[src/rtl/bbtb_pkg.sv]
`timescale 1ns / 1ps
package bbtb_pkg;

    // Payload of one input transaction.
    typedef struct packed {
        logic [7:0] data_byte;
        logic       frame_last;
        logic [7:0] channel;
    } t_in_item;

    // Payload of one result transaction.
    typedef struct packed {
        logic        result_kind;
        logic [2:0]  status;
        logic [8:0]  entry_index;
        logic [47:0] bssid;
        logic        privacy;
        logic [7:0]  net_channel;
        logic [5:0]  ssid_length;
        logic [7:0]  ssid_byte;
        logic [9:0]  network_count;
        logic        last_result;
    } t_out_item;

    // Status codes.
    localparam logic [2:0] ST_ADDED     = 3'd0;
    localparam logic [2:0] ST_KNOWN     = 3'd1;
    localparam logic [2:0] ST_FULL      = 3'd2;
    localparam logic [2:0] ST_SHORT     = 3'd3;
    localparam logic [2:0] ST_WRONGTYPE = 3'd4;

    localparam logic       KIND_SUMMARY = 1'b0;
    localparam logic       KIND_SSID    = 1'b1;

    // Frame layout constants.
    localparam logic [7:0]  FC_BEACON    = 8'h80;
    localparam logic [7:0]  FC_PROBERESP = 8'h50;
    localparam logic [7:0]  CAP_PRIVACY  = 8'h10;
    localparam logic [11:0] MIN_LEN      = 12'd38;
    localparam logic [11:0] IE_START     = 12'd36;
    localparam logic [11:0] POS_MAX      = 12'd4095;
    localparam logic [11:0] BSSID_FIRST  = 12'd16;
    localparam logic [11:0] BSSID_LAST   = 12'd21;
    localparam logic [11:0] CAP_POS      = 12'd34;
    localparam logic [7:0]  EID_SSID     = 8'd0;

    // Element walker phases.
    localparam logic [1:0] PH_ID  = 2'd0;
    localparam logic [1:0] PH_LEN = 2'd1;
    localparam logic [1:0] PH_BODY = 2'd2;

    // SSID tracking states.
    localparam logic [1:0] SS_NONE = 2'd0;
    localparam logic [1:0] SS_COLL = 2'd1;
    localparam logic [1:0] SS_KEPT = 2'd2;

    // Commands from controller to datapath.
    typedef struct packed {
        logic parse;     // consume the input byte
        logic clear;     // clear per-frame state
        logic cmp_start; // begin a search
        logic cmp_step;  // advance search pointer
        logic write_new; // store the captured BSSID
        logic load_sum;  // latch summary fields
        logic out_load;  // load output register
        logic out_kind;  // kind of the loaded result
        logic out_last;  // last flag of the loaded result
    } t_cmd;

    // Status from datapath to controller.
    typedef struct packed {
        logic short_frame;
        logic type_bad;
        logic scan_done;  // every filled slot compared
        logic hit;        // compared slot matched
        logic room;       // table not full
        logic ssid_zero;  // kept SSID is empty
        logic ssid_end;   // current SSID byte is the final one
    } t_sts;

endpackage

[src/rtl/bbtb_ctrl.sv]
`timescale 1ns / 1ps
module bbtb_ctrl (
    input  logic            i_clk,
    input  logic            i_rst_n,
    input  logic            i_valid,
    output logic            o_stall,
    output logic            o_valid,
    input  logic            i_stall,
    input  bbtb_pkg::t_in_item i_item,
    input  bbtb_pkg::t_sts  i_sts,
    output bbtb_pkg::t_cmd  o_cmd
);
    import bbtb_pkg::*;

    typedef enum logic [2:0] {
        S_RECV, S_SEARCH, S_DECIDE, S_SUM, S_PREP, S_SSID, S_DONE
    } t_state;

    t_state r_state;
    logic   r_ovalid;
    logic   r_added;
    logic   take, out_free;

    assign out_free = !r_ovalid || !i_stall;
    assign o_stall  = (r_state != S_RECV);
    assign take     = i_valid && !o_stall;
    assign o_valid  = r_ovalid;

    // Command decode.
    always_comb begin
        o_cmd = '0;
        o_cmd.parse = take;
        unique case (r_state)
            // The search holds still once a match is seen.
            S_SEARCH: o_cmd.cmp_step = !i_sts.hit;
            S_DECIDE: begin
                o_cmd.load_sum  = 1'b1;
                o_cmd.write_new = !i_sts.hit && i_sts.room;
            end
            S_SUM: begin
                o_cmd.out_load = out_free;
                o_cmd.out_kind = KIND_SUMMARY;
                o_cmd.out_last = !r_added || i_sts.ssid_zero;
            end
            S_SSID: begin
                o_cmd.out_load = out_free;
                o_cmd.out_kind = KIND_SSID;
                o_cmd.out_last = i_sts.ssid_end;
            end
            S_DONE: o_cmd.clear = 1'b1;
            S_RECV: o_cmd.cmp_start = 1'b1;
            default: ;
        endcase
    end

    // Sequencer and output valid.
    always_ff @(posedge i_clk) begin
        if (!i_rst_n) begin
            r_state  <= S_RECV;
            r_ovalid <= 1'b0;
            r_added  <= 1'b0;
        end else begin
            r_ovalid <= o_cmd.out_load || (r_ovalid && i_stall);
            unique case (r_state)
                S_RECV: if (take && i_item.frame_last) begin
                    r_state <= S_SEARCH;
                end
                S_SEARCH: begin
                    if (i_sts.short_frame || i_sts.type_bad) begin
                        r_added <= 1'b0;
                        r_state <= S_SUM;
                    end else if (i_sts.hit || i_sts.scan_done) begin
                        r_state <= S_DECIDE;
                    end
                end
                S_DECIDE: begin
                    r_added <= !i_sts.hit && i_sts.room;
                    r_state <= S_SUM;
                end
                S_SUM: if (out_free) begin
                    r_state <= o_cmd.out_last ? S_DONE : S_PREP;
                end
                S_PREP: r_state <= S_SSID;
                S_SSID: if (out_free) begin
                    r_state <= i_sts.ssid_end ? S_DONE : S_PREP;
                end
                S_DONE: r_state <= S_RECV;
                default: r_state <= S_RECV;
            endcase
        end
    end

`ifndef SYNTHESIS
    a_no_take_busy: assert property (@(posedge i_clk) disable iff (!i_rst_n)
        (r_state != S_RECV) |-> !take) else $error("byte taken while busy");
    a_load_free: assert property (@(posedge i_clk) disable iff (!i_rst_n)
        o_cmd.out_load |-> out_free) else $error("result overwritten");
    a_write_once: assert property (@(posedge i_clk) disable iff (!i_rst_n)
        o_cmd.write_new |=> !o_cmd.write_new) else $error("double table write");
`endif

endmodule

[config.mk]
export PLATFORM = sky130hd
export DESIGN_NAME = bbtb_ctrl
export DESIGN_NICKNAME = d
export VERILOG_FILES = /design/src/rtl/bbtb_pkg.sv /design/src/rtl/bbtb_ctrl.sv
export SDC_FILE = /design/constraint.sdc
export NUM_CORES = 1
export LEC_CHECK = 0
export BUFFER_PORTS_ARGS = -buffer_cell sky130_fd_sc_hd__buf_2
export CAP_MARGIN = 10
export CORE_AREA = 2 2 39 41
export CTS_BUF_LIST = sky130_fd_sc_hd__clkbuf_4 sky130_fd_sc_hd__clkbuf_8
export DETAILED_ROUTE_END_ITERATION = 8
export DIE_AREA = 0 0 41 43
export MAX_ROUTING_LAYER = met4
export PLACE_DENSITY_LB_ADDON = 0.3
export SLEW_MARGIN = 20
export SYNTH_ARGS = -nofsm -noshare
export SYNTH_HDL_FRONTEND = slang
export SYNTH_SLANG_ARGS = --single-unit
[constraint.sdc]
create_clock -name i_clk -period 1.39 [get_ports i_clk]
set_input_delay 0.139 -clock i_clk [delete_from_list [all_inputs] [get_ports i_clk]]
set_output_delay 0.139 -clock i_clk [all_outputs]
set_load 0.02 [all_outputs]
==> metrics.md, run 1 <==
| Metric | Value |
|---|---|
| Peak supply drop | `0.4824 mV` |
| Setup violators final | `1` |
| Flop pwr share | `26.8%` |
| Mapped Avg Cell Area | `7.875 um2` |
| Initial DRC count | `6` |
| Total number of vias | `486` |
| Reg2reg path depth | `6` |
| Fraction of layout cells with a size suffix above 1 | `58.33%` |
| Post-Place Worst Slack | `0.05426 ns` |
| Clk root buf | `clkbuf_4` |
| Routability cong. | `0.7761` |
| Num ports | `39` |
| Synth Net Count | `79` |
| Ys async rst share | `0%` |
| CP Capture Type | `output pin` |
| Antenna Nets Post-Route | `0` |
| Ant. Diodes | `0` |
| Setup TNS | `-0.01206 ns` |
| Clock latency on the worst-skew pair | `0.25 ns` |
| Die ar. | `1763 um2` |
| FMAX | `713.2 MHz` |
| Core ar. | `1384 um2` |
| Status | `complete, but fails checks` |
| Worst setup SP type | `flop` |
| Failing checks | `setup timing` |
| Critical path type | `flop to output pin` |
| Cell-internal power | `448.1 uW` |
| Switching power | `249.6 uW` |
| CP bufs+invs | `2` |
| Actual slew at the worst max-slew pin | `0.2594 ns` |
| Clk sinks | `5` |
| Global-route usage over all layers | `15.40%` |
| Fraction of power spent switching nets | `35.77%` |
| Netlist cell types | `28` |
| Initial antenna violation count | `0` |
| Rel. slew slack | `82.52%` |
| # rows | `14` |
| Clk pwr share | `28.2%` |
| Area share of the largest cell type after synthesis | `24.92%` |
| Reg2reg start | `r_state[2]` |
| Worst clock skew | `0.002501 ns` |
| Synth warnings | `0` |
| Gate power share | `45.0%` |
| Crit-path max FO | `7` |
| Grt total ovfl | `0` |
| Family with the most delay on the worst path | `simple AND/OR/NAND/NOR gates` |
| Fill cells | `136` |
| Largest net degree at the start of global routing | `11` |
| Crit path cell chain | `buf_8 -> nor3b_4 -> and3b_2 -> buf_6` |
| Synth top area cells | `dfxtp_1 (25%), a21boi_1 (5.6%), and3_1 (4.7%), nand2_1 (4.7%), o41ai_2 (4.0%)` |
| Cells after synthesis | `51` |
| Reg clk slew, reported paths | `0.04 ns` |
| Crit. path cell count | `4` |
| CP Capture Point | `o_cmd[4]` |
| Slowest cell on crit path | `dfxtp_4` |
| Critical path required time | `1.25 ns` |
| Seq cells post-synth | `5` |
| Mapped cell area | `401.6 um2` |
| Period utilization | `100.9%` |
| Final min period | `1.402 ns` |
| DR pass1 iterations | `4` |
| Post-synth EDFFs | `0` |
| Crit path largest cell delay | `0.36 ns` |
| H-tree depth | `1` |
| Max cap viols | `0` |
| Wirelength per Cell | `12.17 um` |
| Fin util | `50.36%` |
| Num CTS Buffers | `3` |
| Power density over the cells | `1001 nW/um2` |
| RSZ-0062 raised after global routing | `true` |
| I/O Buffers | `22` |
| Drt drc | `0` |
| Area delta synth->final | `73.52%` |
| Final net count | `113` |
| Crit. Startpoint | `r_state[2]` |
| First-pass GRT wire length | `1787 um` |
| Static Leakage | `0.3470 nW` |
| CP Data Arrival Time | `1.26 ns` |
| Post-synth top cells | `dfxtp_1 (5), nand2_1 (5)` |
| Yosys top cell by area | `dfxtp_1` |
| CTS tree | `built` |
| Die X | `41 um` |
| Detailed placer's ending HPWL | `784.5 um` |
| Drt via density | `4.860` |
| Synth Flop Type | `dfxtp_1` |
| Max Root-Sink Buffers | `2` |
| R2r setup slk | `0.08 ns` |
| DRT Wirelength | `1217 um` |
| Die height | `43 um` |
| Vias in the first global route | `461` |
| Starting density of the core | `29.02%` |
| Final Hold Vio Count | `0` |
| Slew Limit Fails | `0` |
| Worst hold path type | `input port to flop` |
| RR Endpoint | `r_added` |
| Seq/Total Area, Yosys | `24.92%` |
| Setup WS post-layout | `-0.01206 ns` |
stage by stage:
stage	power [mW]	instances	hold WS, ns	area, um2
floorplan	0.3518	51	0.2565	412.9
global placement	0.4278	89	0.4315	548.0
detailed placement	0.4292	89	0.4408	548.0
CTS	0.6751	99	0.1721	663.1
global route	0.7451	100	0.1784	696.9
finish	0.6977	100	0.1645	696.9
worst min-delay path by stage:
stage / cells past startpoint / to / start / slack (ns)
after floorplan: 1 / r_added / i_rst_n / 0.26
after global placement: 2 / r_state[0] / i_rst_n / 0.43
after detailed placement: 2 / r_state[0] / i_rst_n / 0.44
after CTS: 2 / r_state[0] / i_rst_n / 0.17
after global routing: 2 / r_state[0] / i_rst_n / 0.18
final: 2 / r_state[0] / i_rst_n / 0.16
power by group through the flow:
stage                     registers, mW  clock network, mW  logic, mW
after floorplan                   0.177                  0      0.175
after global placement            0.182                  0      0.246
after detailed placement          0.181                  0      0.248
after CTS                         0.182              0.200      0.293
after global routing              0.190              0.208      0.347
final                             0.187              0.197      0.314
routing by layer:
| layer | track usage [%] | share of wire [%] | up-vias |
|---|---|---|---|
| met5 | - | 0 | - |
| met4 | 8.000 | 2.5 | 0 |
| met3 | 4.712 | 6.2 | 5 |
| met2 | 24.38 | 53 | 12 |
| met1 | 16.29 | 38 | 219 |
| li1 | - | - | 250 |
layout by cell type, fill, tap and decap left out:
cell type and count:
buf_2 18, buf_4 11, nand2_1 5, clkbuf_4 4
inv_1 3, nand3_1 3, a21boi_1 3, and3_1 3
buf_6 3, nor2_1 2, o21a_1 2, nor3_1 2
dfxtp_1 2, dfxtp_4 2, nor3b_4 1, and3b_2 1
nor3_4 1, nor2b_4 1, o21ai_2 1, xor2_2 1
a21oi_1 1, and2_4 1, nor4b_2 1, nand2b_1 1
or3b_1 1, o221a_1 1, a22o_1 1, a211oi_1 1
a21o_1 1, o22ai_1 1, a21boi_0 1, o21ai_0 1
o41ai_2 1, buf_8 1, dfxtp_2 1
cells by family after synthesis:
| family | after synthesis | synth area share, % |
|---|---|---|
| XOR/XNOR | 1 | 2.181 |
| AND/OR/NAND/NOR | 23 | 34.58 |
| flip-flops | 5 | 24.92 |
| buffers and inverters | 7 | 9.033 |
| AO/OA/AOI/OAI | 15 | 29.29 |
state kept, by name, summed over array words and instances (netlist names):
register  cells
r_added       1
o_valid       1
r_state       3
repair_timing:
item / 4_1_cts / 5_1_grt
setup endpoints to repair: 4 / 4
setup buffers: 6 / 1
hold buffers: 0 / 0
cloned: 0 / 0
resized for setup: 14 / 8
pin swaps: 3 / 5
layout make-up:
type	instances	area, um2	share of cell area [%]
clock buffer	4	30.03	4.309
inverter	3	11.26	1.616
multi-input combinational	39	305.3	43.81
sequential	5	108.9	15.62
tap	16	20.02	2.873
timing repair buffer	33	221.5	31.78
worst register-to-register path, delay by kind of cell (launching register included):
family,cells,cell delay [ns]
AO/OA/AOI/OAI,1,0.17
buffers and inverters,3,0.39
flip-flops,1,0.38
AND/OR/NAND/NOR,2,0.27
No activity file was read; power rests on OpenSTA's default activity.
==> run 2, diff against run 1 <==
==> constraint.sdc (replaced) <==
create_clock -name i_clk -period 1.15 [get_ports i_clk]
set_input_delay 0.115 -clock i_clk [delete_from_list [all_inputs] [get_ports i_clk]]
set_output_delay 0.115 -clock i_clk [all_outputs]
set_load 0.02 [all_outputs]
==> run 2 against run 1 <==
Effect of this change: the flow still finishes with violations (setup timing); via count is 7.0% higher; clock power increased by 17%; combinational power up 66%; die area did not move; global-route usage increased by 1.2 points.
==> metrics.md, run 2 (synthesis gave the netlist of run 1 again) <==
| Metric | Value |
|---|---|
| Post-Place Worst Slack | `-0.07123 ns` |
| Detailed placer's ending HPWL | `777.7 um` |
| RSZ-0062 raised after global routing | `true` |
| # rows | `14` |
| Dpl cells | `92` |
| Non-Filler Instances | `104` |
| I/O Buffers | `22` |
| Reg2reg start | `r_state[2]` |
| FMAX | `729.2 MHz` |
| Crit path largest cell delay | `0.35 ns` |
| Placed instance area | `600.6 um2` |
| Cell-internal power | `634.2 uW` |
| Clock latency on the worst-skew pair | `0.24 ns` |
| Initial DRC count | `10` |
| Switching power | `329.2 uW` |
| Fill cells | `122` |
| Total Power | `963.3 uW` |
| Clk root buf | `clkbuf_4` |
| DRT Wirelength | `1238 um` |
| Total number of vias | `520` |
| CP bufs+invs | `2` |
| Clk sinks | `5` |
| Setup violators final | `13` |
| Largest reg by FF count | `r_state` |
| Global-route usage over all layers | `16.60%` |
| Drt drc | `0` |
| CP Capture Point | `o_cmd[2]` |
| Power density over the cells | `1222 nW/um2` |
| Hold-fix buffers, CTS | `0` |
| Ant. Diodes | `0` |
| Routability cong. | `0.7839` |
| Starting density of the core | `29.02%` |
| Worst hold path type | `input port to flop` |
| Max reg flops | `3` |
| Crit. path cell count | `5` |
| Die height | `43 um` |
| Final instance area | `788.3 um2` |
| Num CTS Buffers | `3` |
| Crit. Startpoint | `r_state[2]` |
| CP Capture Type | `output pin` |
| Slew Limit Fails | `0` |
| Final Hold Vio Count | `0` |
| R2r setup slk | `-0.16 ns` |
| Flop pwr share | `21.8%` |
| Rel. slew slack | `79.58%` |
| Critical path required time | `1.03 ns` |
| Initial antenna violation count | `0` |
| Core ar. | `1384 um2` |
| Wirelength per Cell | `11.90 um` |
| Family with the most delay on the worst path | `flip-flops` |
| Num ports | `39` |
| Reg2reg path depth | `3` |
| Antenna Nets Post-Route | `0` |
| Setup WS post-layout | `-0.2214 ns` |
| CP Data Arrival Time | `1.26 ns` |
| Status | `complete, but fails checks` |
| Area delta synth->final | `96.26%` |
| Drt via density | `5.000` |
| Clk pwr share | `24.0%` |
| Slowest cell on crit path | `dfxtp_4` |
| Die ar. | `1763 um2` |
| Failing checks | `setup timing` |
| Worst setup SP type | `flop` |
| Grt total ovfl | `0` |
| CTS tree | `built` |
| Crit path cell chain | `buf_6 -> xor2_2 -> nand2_1 -> a21oi_2 -> buf_4` |
| Reg clk slew, reported paths | `0.05 ns` |
| Crit-path max FO | `3` |
| Critical path type | `flop to output pin` |
| Worst hold slack | `0.1503 ns` |
| Worst clock skew | `0.0002056 ns` |
| Most frequent cells in the layout | `buf_2 (13), buf_4 (13), buf_6 (9)` |
| Final net count | `117` |
| Period utilization | `119.3%` |
| Final min period | `1.371 ns` |
| Max cap viols | `0` |
| Max Root-Sink Buffers | `2` |
| Largest net degree at the start of global routing | `9` |
| First-pass GRT wire length | `1952 um` |
| Die X | `41 um` |
| Fraction of layout cells with a size suffix above 1 | `64.77%` |
| H-tree depth | `1` |
| Static Leakage | `0.3747 nW` |
| Fraction of power spent switching nets | `34.17%` |
| Actual slew at the worst max-slew pin | `0.3044 ns` |
| RR Endpoint | `r_added` |
| Peak supply drop | `0.6130 mV` |
| DR pass1 iterations | `4` |
| Vias in the first global route | `454` |
| Gate power share | `54.2%` |
run 2: cell types whose count changed in the layout (fill, tap and decap cells not counted), sizes merged:
cell	before	now
buf	33	37
run 2: repair_timing:
| item | in CTS | in global routing |
|---|---|---|
| pin swaps | 5 | 7 |
| endpoints found under the setup margin | 13 | 13 |
| gates cloned | 0 | 0 |
| buffers inserted | 5 | 3 |
| resized for setup | 24 | 6 |
run 2: final cells by class:
type | instances | area (um2) | share of cell area (%)
Clock buffer | 4 | 30.03 | 3.810
Tap cell | 16 | 20.02 | 2.540
Inverter | 3 | 11.26 | 1.429
Multi-Input combinational cell | 39 | 322.8 | 40.95
Timing Repair Buffer | 37 | 294.0 | 37.30
Sequential cell | 5 | 110.1 | 13.97
run 2: power groups by stage:
stage,clock network (mW),registers [mW],logic (mW)
global placement,0,0.207,0.358
CTS,0.232,0.208,0.477
detailed placement,0,0.207,0.361
global route,0.251,0.212,0.556
floorplan,0,0.223,0.238
finish,0.231,0.210,0.522
run 2: worst min-delay path by stage:
| stage | startpoint | endpoint | slack, ns | depth (start not counted) |
|---|---|---|---|---|
| 2_1_floorplan | i_rst_n | r_state[0] | 0.23 | 1 |
| 3_3_place_gp | i_rst_n | r_state[0] | 0.40 | 2 |
| 3_5_place_dp | i_rst_n | r_state[0] | 0.40 | 2 |
| 4_1_cts | i_rst_n | r_state[0] | 0.15 | 2 |
| 5_1_grt | i_rst_n | r_state[0] | 0.14 | 2 |
| 6_report | i_rst_n | r_state[0] | 0.15 | 2 |
run 2: layer usage:
metal | vias to the layer above | track usage, % | wire length [um]
li1 | 261 | - | -
met2 | 10 | 25.31 | 642
met3 | 0 | 3.141 | 48
met4 | 0 | 6.000 | 0
met5 | - | - | 0
met1 | 249 | 21.04 | 547
run 2: through the flow:
step                      setup TNS (ns)  util (%)
final                             -1.810     56.96
after global routing              -2.530     56.96
after CTS                         -1.726     53.80
after detailed placement         -0.1537     43.40
after global placement           -0.1391     43.40
after floorplan                  -0.2102         -
==> run 3, diff against run 2 <==
--- a/config.mk
+++ b/config.mk
@@ -13,6 +13,7 @@
 export DIE_AREA = 0 0 41 43
 export MAX_ROUTING_LAYER = met4
 export PLACE_DENSITY_LB_ADDON = 0.3
+export REMOVE_ABC_BUFFERS = 1
 export SLEW_MARGIN = 20
 export SYNTH_ARGS = -nofsm -noshare
 export SYNTH_HDL_FRONTEND = slang
==> run 3 against run 2 <==
Effect of this change: the flow still finishes with violations (setup timing); routed wire length is 0.65% higher; utilization rose by 2.0 points; via count did not move; clock skew increased by 0.0031 ns; global-route usage fell by 0.55 points; highest routed layer is now met4.
==> metrics.md, run 3 (synthesis gave the netlist of run 1 again) <==
| Metric | Value |
|---|---|
| Detailed placer's ending HPWL | `818.9 um` |
| Fill cells | `125` |
| Wirelength per Cell | `11.54 um` |
| Most common cell after layout, fill and taps aside | `buf_2` |
| Total number of vias | `520` |
| Clock latency on the worst-skew pair | `0.24 ns` |
| Worst hold slack | `0.1511 ns` |
| Vias in the first global route | `485` |
| Largest net degree at the start of global routing | `9` |
| Drt via density | `4.815` |
| Worst setup SP type | `flop` |
| DRT Wirelength | `1246 um` |
| Setup violators final | `10` |
| H-tree depth | `1` |
| Die height | `43 um` |
| Fin util | `58.95%` |
| Worst clock skew | `0.003280 ns` |
| Die X | `41 um` |
| RR Endpoint | `r_added` |
| I/O Buffers | `22` |
| Grt total ovfl | `0` |
| Rel. slew slack | `81.56%` |
| Starting density of the core | `29.02%` |
| Status | `complete, but fails checks` |
| WHS Path Cells | `2` |
| Critical path required time | `1.03 ns` |
| First-pass GRT wire length | `1876 um` |
| Post-Route M1 WL | `499 um` |
| Initial antenna violation count | `0` |
| Crit-path max FO | `5` |
| CP Capture Type | `output pin` |
| Area of the multi-input gates | `314.1 um2` |
| Reg2reg start | `r_state[1]` |
| Failing checks | `setup timing` |
| DR pass1 iterations | `4` |
| Die ar. | `1763 um2` |
| Met3 routed WL | `71 um` |
| Period utilization | `116.2%` |
| Area delta synth->final | `103.1%` |
| Hold path endpoint | `r_added` |
| FMAX | `748.1 MHz` |
| Reg2reg path depth | `5` |
| Antenna Nets Post-Route | `0` |
| Largest reg by FF count | `r_state` |
| Max cap viols | `0` |
| Drt drc | `0` |
| Clk root buf | `clkbuf_4` |
| Register area | `111.4 um2` |
| Max Root-Sink Buffers | `2` |
| Peak supply drop | `0.5728 mV` |
| Core ar. | `1384 um2` |
| CTS tree | `built` |
| Highest routing layer actually used | `met4` |
| R2r setup slk | `-0.12 ns` |
| Worst hold start | `i_rst_n` |
| Slew Limit Fails | `0` |
| Final min period | `1.337 ns` |
| Global-route usage over all layers | `16.05%` |
| Routability cong. | `0.7131` |
| Final net count | `121` |
| Clk sinks | `5` |
| Num ports | `39` |
| CP Data Arrival Time | `1.22 ns` |
| RSZ-0062 raised after global routing | `true` |
| Static Leakage | `0.3973 nW` |
| Max reg flops | `3` |
| Critical path type | `flop to output pin` |
| Fraction of layout cells with a size suffix above 1 | `67.39%` |
| Setup WS post-layout | `-0.1868 ns` |
| Wire length on met2 | `650 um` |
| Most frequent cells in the layout | `buf_2 (14), buf_4 (13), buf_6 (13)` |
| Power density over the cells | `1187 nW/um2` |
| Num CTS Buffers | `3` |
| Actual slew at the worst max-slew pin | `0.2744 ns` |
| Reg clk slew, reported paths | `0.04 ns` |
| Initial DRC count | `2` |
| # rows | `14` |
| Ant. Diodes | `0` |
| Final Hold Vio Count | `0` |
| Worst hold path type | `input port to flop` |
-- run 3: per-layer routing --
metal,vias to the layer above,GRT usage [%]
met5,-,-
met2,19,23.75
li1,266,-
met4,0,12.00
met3,4,1.571
met1,231,18.97
-- run 3: per-stage QoR --
step / setup TNS, ns / cells / power (mW) / area, um2 / worst slack [ns]
6_report: -1.458 / 108 / 0.9682 / 815.8 / -0.1868
5_1_grt: -2.229 / 108 / 1.032 / 815.8 / -0.2695
4_1_cts: -1.471 / 106 / 0.9189 / 765.7 / -0.1959
3_5_place_dp: -0.6255 / 96 / 0.5588 / 589.3 / -0.1667
3_3_place_gp: -0.5853 / 96 / 0.5549 / 589.3 / -0.1458
2_1_floorplan: -2.028 / 47 / 0.3902 / 376.6 / -0.3336
-- run 3: worst max path at each step --
stage | from | end | slack, ns
after CTS | r_state[2] | o_cmd[5] | -0.20
after global routing | r_state[2] | o_cmd[0] | -0.27
final | r_state[2] | o_cmd[5] | -0.19
after global placement | r_state[1] | r_state[1] | -0.15
after floorplan | r_state[0] | r_state[1] | -0.33
after detailed placement | r_state[1] | r_state[1] | -0.17
-- run 3: area by class of cell --
type | count | share of cell area (%)
timing repair buffer | 41 | 40.34
multi-input combinational | 39 | 38.50
sequential | 5 | 13.65
clock buffer | 4 | 3.681
tap | 16 | 2.454
inverter | 3 | 1.380
-- run 3: worst max-delay path: stages, from the launching register on --
cell and delay (ns):
dfxtp_4 0.36, nor4b_2 0.32, buf_4 0.15, buf_2 0.15
-- run 3: power breakdown --
part | leakage (nW) | internal (mW) | total [mW] | switching (mW)
clock network | 0.0184 | 0.155 | 0.226 | 0.0711
logic | 0.336 | 0.300 | 0.517 | 0.217
registers | 0.0429 | 0.195 | 0.225 | 0.0306
-- run 3: timing repair --
| action | 4_1_cts | 5_1_grt |
|---|---|---|
| setup buffers | 6 | 2 |
| pin swaps | 7 | 6 |
| setup endpoints to repair | 13 | 13 |
| hold buffers | 0 | 0 |
| resized for setup | 34 | 10 |
| endpoints found under the hold margin | 0 | 0 |
